$ cat src/rtl/core/erm_pkg.sv
// erm_pkg: constants, types and helpers for the euler rotation matrix core
// no dependencies
package erm_pkg;

	localparam int CORDIC_STAGES = 16;
	localparam int MAX_STAGES = 24;
	localparam int STAGES = (CORDIC_STAGES > MAX_STAGES) ? MAX_STAGES : CORDIC_STAGES;
	localparam int AW = 34;
	localparam int CW = 32;
	localparam int SCW = 22;
	localparam int PW = 44;
	localparam int SUMW = 45;

	localparam logic signed [AW-1:0] PI_Q30 = 34'sd3373259426;
	localparam logic signed [AW-1:0] HALF_PI_Q30 = 34'sd1686629713;
	localparam logic signed [CW-1:0] X_INIT =
		CW'(64'd652032875 + (64'd434688583 >> (2 * STAGES)));
	localparam logic signed [SCW-1:0] ONE_Q20 = 22'sd1048576;

	typedef logic signed [CW-1:0] cw_t;
	typedef logic signed [AW-1:0] aw_t;
	typedef logic signed [SCW-1:0] sc_t;

	typedef struct packed {
		sc_t s;
		sc_t c;
	} sincos_t;

	function automatic aw_t atan_q30(input int i);
		unique case (i)
			0: atan_q30 = 34'sd843314856;
			1: atan_q30 = 34'sd497837829;
			2: atan_q30 = 34'sd263043836;
			3: atan_q30 = 34'sd133525158;
			4: atan_q30 = 34'sd67021686;
			5: atan_q30 = 34'sd33543515;
			6: atan_q30 = 34'sd16775850;
			7: atan_q30 = 34'sd8388437;
			8: atan_q30 = 34'sd4194282;
			9: atan_q30 = 34'sd2097149;
			10: atan_q30 = 34'sd1048575;
			11: atan_q30 = 34'sd524287;
			12: atan_q30 = 34'sd262143;
			13: atan_q30 = 34'sd131071;
			14: atan_q30 = 34'sd65535;
			15: atan_q30 = 34'sd32767;
			16: atan_q30 = 34'sd16383;
			17: atan_q30 = 34'sd8191;
			18: atan_q30 = 34'sd4095;
			19: atan_q30 = 34'sd2047;
			20: atan_q30 = 34'sd1023;
			21: atan_q30 = 34'sd511;
			22: atan_q30 = 34'sd255;
			default: atan_q30 = 34'sd127;
		endcase
	endfunction

	// round q.40 to q1.14, ties up, saturate to +-1
	function automatic logic signed [15:0] to_q14(input logic signed [SUMW-1:0] v);
		logic signed [SUMW-1:0] r;
		r = (v + SUMW'(64'sd1 <<< 25)) >>> 26;
		if (r > 45'sd16384) to_q14 = 16'sd16384;
		else if (r < -45'sd16384) to_q14 = -16'sd16384;
		else to_q14 = r[15:0];
	endfunction

endpackage

$ cat src/rtl/core/erm_cordic.sv
// erm_cordic: pipelined rotation-mode cordic, one stage per cycle, sine/cosine in q.20
// depends on erm_pkg
module erm_cordic import erm_pkg::*; (
	input  logic clk,
	input  logic arst_n,
	input  logic in_valid,
	input  logic signed [15:0] angle,
	output logic out_valid,
	output sincos_t sc
);
	aw_t z_s [STAGES+1];
	cw_t x_s [STAGES+1];
	cw_t y_s [STAGES+1];
	logic neg_s [STAGES+1];
	logic v_s [STAGES+1];
	aw_t za;
	sincos_t sc_q;
	logic vo_q;

	always_comb begin
		za = aw_t'(angle) <<< 17;
	end

	// fold into [-pi/2, pi/2]
	always_ff @(posedge clk or negedge arst_n) begin
		if (!arst_n) begin
			v_s[0] <= 1'b0;
		end else begin
			v_s[0] <= in_valid;
		end
	end

	always_ff @(posedge clk) begin
		x_s[0] <= X_INIT;
		y_s[0] <= '0;
		if (za > HALF_PI_Q30) begin
			z_s[0] <= za - PI_Q30;
			neg_s[0] <= 1'b1;
		end else if (za < -HALF_PI_Q30) begin
			z_s[0] <= za + PI_Q30;
			neg_s[0] <= 1'b1;
		end else begin
			z_s[0] <= za;
			neg_s[0] <= 1'b0;
		end
	end

	for (genvar i = 0; i < STAGES; i++) begin : g_stage
		always_ff @(posedge clk or negedge arst_n) begin
			if (!arst_n) begin
				v_s[i+1] <= 1'b0;
			end else begin
				v_s[i+1] <= v_s[i];
			end
		end
		always_ff @(posedge clk) begin
			neg_s[i+1] <= neg_s[i];
			if (!z_s[i][AW-1]) begin
				x_s[i+1] <= x_s[i] - (y_s[i] >>> i);
				y_s[i+1] <= y_s[i] + (x_s[i] >>> i);
				z_s[i+1] <= z_s[i] - atan_q30(i);
			end else begin
				x_s[i+1] <= x_s[i] + (y_s[i] >>> i);
				y_s[i+1] <= y_s[i] - (x_s[i] >>> i);
				z_s[i+1] <= z_s[i] + atan_q30(i);
			end
		end
	end

	function automatic sc_t rnd_clamp(input cw_t v, input logic n);
		logic signed [CW-10:0] r;
		sc_t t;
		r = (CW-9)'(CW'(v + 32'sd512) >>> 10);
		if (r > 23'sd1048576) t = ONE_Q20;
		else if (r < -23'sd1048576) t = -ONE_Q20;
		else t = r[SCW-1:0];
		rnd_clamp = n ? -t : t;
	endfunction

	always_ff @(posedge clk or negedge arst_n) begin
		if (!arst_n) begin
			vo_q <= 1'b0;
		end else begin
			vo_q <= v_s[STAGES];
		end
	end

	always_ff @(posedge clk) begin
		sc_q.c <= rnd_clamp(x_s[STAGES], neg_s[STAGES]);
		sc_q.s <= rnd_clamp(y_s[STAGES], neg_s[STAGES]);
	end

	assign out_valid = vo_q;
	assign sc = sc_q;
endmodule

$ cat config.mk
export PLATFORM = sky130hd
export DESIGN_NAME = erm_cordic
export DESIGN_NICKNAME = d
export VERILOG_FILES = /design/src/rtl/core/erm_pkg.sv /design/src/rtl/core/erm_cordic.sv
export SDC_FILE = /design/constraint.sdc
export NUM_CORES = 2
export LEC_CHECK = 0
export BUFFER_PORTS_ARGS = -buffer_cell sky130_fd_sc_hd__buf_2
export CAP_MARGIN = 20
export CORE_ASPECT_RATIO = 1.2
export CORE_MARGIN = 8
export CORE_UTILIZATION = 35
export CTS_BUF_LIST = sky130_fd_sc_hd__clkbuf_8
export CTS_CLUSTER_SIZE = 12
export DETAILED_ROUTE_END_ITERATION = 10
export PLACE_DENSITY_LB_ADDON = 0.08
export SLEW_MARGIN = 20
export SYNTH_ARGS = -nofsm -noshare
export SYNTH_HDL_FRONTEND = slang
export SYNTH_SLANG_ARGS = --single-unit
export TNS_END_PERCENT = 10
$ cat constraint.sdc
create_clock -name clk -period 6.26 [get_ports clk]
set_clock_uncertainty 0.05 [all_clocks]
set_input_delay 0.313 -clock clk [delete_from_list [all_inputs] [get_ports clk]]
set_output_delay 0.313 -clock clk [all_outputs]
set_load 0.005 [all_outputs]
==> impl_metrics.toml <==
[synthesis]
yosys-top-cells-area = "dfxtp_1 27%, ha_1 16%, xnor2_1 10%"
yosysTopAreaCell = "dfxtp_1"
yosysUniqueCellTypes = 111
netlist_area_um2 = 107400
syn_area_per_cell_um2 = 8.559
yosysTopAreaCellShare_pct = 27.25
synth-async-reset-ratio_pct = 1.199
yosysSeqAreaShare_pct = 28.26
ys_seq_elements = 1501
yosysWarningCount = 0
yosysMostFrequentCell = "dfxtp_1"
ys.flop_type = "dfxtp_1"
synth-edff-count = 21
synth_commonest_cells = "1462 x dfxtp_1, 1380 x ha_1, 1364 x a21oi_1, 1265 x xnor2_1, 1164 x nor2_1"
synth_cells = 12550

[routing]
drt_iter0_drc = 4266
drt-vias-per-instance = 5.197
ant_nets = 0
drc = 0
routedWlPerCell_um = 17.75
wl_mm = 303.6
via_count = 88890
dr.pass1.iters = 6

[worst_setup_path]
crit_fanout = 39
worst_setup_path_start_kind = "flop"
cp.arrival_ns = 6.02
cp_cell_sequence = "buf_4 -> mux2_2 -> fa_1 -> a21oi_1 -> o21ai_0 -> a2111oi_0 -> nor4_1 -> o21ai_1 -> o31ai_1 -> o31ai_1 -> a311oi_1 -> a21o_1 -> a21oi_1 -> xnor2_1"
reg2reg_depth = 14
required_ns = 7.04
crit_type = "flop to flop"
setup.worst_path.end_class = "flop"
critPathSlowestCell = "dfxtp_2"
critPathMaxStageDelay_ns = 0.98

[timing]
slew_headroom_pct = 31.32
fin_setup_tns_ns = 0
slew_violations = 0
grt_setup_unrepaired = "false"
fin_crit_sh_pct = 83.71
final_hold_viol_count = 0
tightestPinTransition_ns = 1.030
fmax_mhz = 190.8
period_needed_ns = 5.240
finalSetupViolations = 0

[run_status]
status = "completed"

[clock_network]
clkTransAtPathRegs_ns = 0.06
cts_sinks = 1501
max-clock-path-buffers = 4
insertion_delay_ns = 0.97
cts_buffers = 291
cts-resized-gates = 0
cts_root_buf = "clkbuf_8"
cts_tree = "built"
cts_max_level = 5

[global_routing]
grt.overflow.total = 0
grt_pass1_vias = 88910
antenna_found_initial = 10
grt_pass1_wl_mm = 479.8
grt.total_usage_pct = 18.00
grt_max_degree = 59

[layout]
fillers = 31120
multi_input_area_um2 = 74330
nets = 14280
seq_area_um2 = 30370
drive_gt1_share_pct = 5.755
areaGrowthSynthToFinish_pct = 10.94

[floorplan]
die_area_um2 = 324900
rows = 223
io-pin-count = 64
placeableCoreArea_um2 = 306400
start_util_pct = 35.06
die_w_um = 521.7
die_h_um = 622.8

[placement]
gp_congestion = 0.8896
port_buffers = 63
dp_hpwl_mm = 247.9

[min_path]
worst_hold_path_type = "input pin to flop"
whs_path_depth = 4

[job]
drv_cap = 0
## through the flow
stage	setup slack [ns]	utilization, %	cell area (µm²)	cells	hold slack, ns
5_1_grt	0.6055	38.89	119200	17100	0.1616
4_1_cts	1.086	38.89	119100	17100	0.09049
6_report	1.020	38.89	119200	17100	0.2331
2_1_floorplan	1.789	-	107500	12570	-0.03259
3_3_place_gp	1.231	36.76	112600	16570	0.1977
3_5_place_dp	1.168	36.76	112600	16570	0.2044
## registers in the layout (all words and copies together), names as in the netlist
name       cells
z_s          480
y_s          472
x_s          470
sc            44
neg_s         17
v_s           17
out_valid      1
## cell usage in the layout, fill, tap and decap left out, types with 65 or more instances in the layout
master	instances
or3_1	90
inv_1	622
nor2_1	1164
xnor2_1	1265
o31ai_1	65
nand3_1	207
dfxtp_1	1447
a31oi_1	137
nor4_1	73
o21a_1	216
a21o_1	545
clkbuf_8	353
nor3_1	341
and3_1	108
o21bai_1	179
nand2_1	579
nand2b_1	202
nor2b_1	175
a211oi_1	114
xor2_1	556
o21ai_0	530
a21oi_1	1364
ha_1	1380
and2_1	80
nand4_1	89
## repair_timing
action                     CTS  global route
hold endpoints to repair    37             0
hold buffers                32             0
buffers inserted             0             0
setup endpoints to repair    0             0
## path summary, 6_finish.rpt
path	slack, ns	start	end
setup / recovery	1.02	z_s[13][33]$_DFF_P_	x_s[14][30]$_DFF_P_
setup reg to reg	1.02	z_s[13][33]$_DFF_P_	x_s[14][30]$_DFF_P_
hold / removal	0.23	angle[0]	z_s[0][17]$_DFFE_PP_
hold reg to reg	0.27	neg_s[0][15]$_DFF_P_	neg_s[1][0]$_DFF_P_
max in group asynchronous	5.22	arst_n	v_s[11]$_DFF_PN0_
min in group asynchronous	0.46	arst_n	v_s[0]$_DFF_PN0_
## logic make-up after synthesis
kind of cell	count (synthesis)	share of synthesized area, %
AO/OA/AOI/OAI	3668	21.64
AND/OR/NAND/NOR	3305	14.89
XOR/XNOR	1821	14.85
flip-flops	1501	28.26
adder cells (fa/ha/maj)	1417	16.77
buffers and inverters	740	2.629
multiplexers	95	0.9599
other	2	0.006992
## area by class of cell
type / count / share of cell area (%)
multi-input cells: 10330 / 62.38
flip-flops and latches: 1501 / 25.49
well taps: 4050 / 4.253
clock buffers: 353 / 4.077
inverters: 566 / 1.783
clock inverters: 147 / 1.114
repair buffers: 152 / 0.9009
diodes: 3 / 0.006300
## metal layers
layer / GRT usage [%] / up-vias / share of wire (%)
li1: - / 45580 / -
met1: 20.60 / 41250 / 42
met2: 34.30 / 1557 / 51
met3: 2.307 / 500 / 3.5
met4: 5.817 / 0 / 3.3
met5: 0 / - / 0
## critical path: cells and delay by family (launching register included)
family                   cells  cell delay (ns)
XOR/XNOR                     1             0.13
flip-flops                   1             0.98
buffers and inverters        1             0.38
AND/OR/NAND/NOR              1             0.19
AO/OA/AOI/OAI                9             2.54
adder cells (fa/ha/maj)      1             0.43
multiplexers                 1             0.39
Power is not shown: default switching activity piles up to over one toggle a cycle in this logic, so the estimate is an artifact.
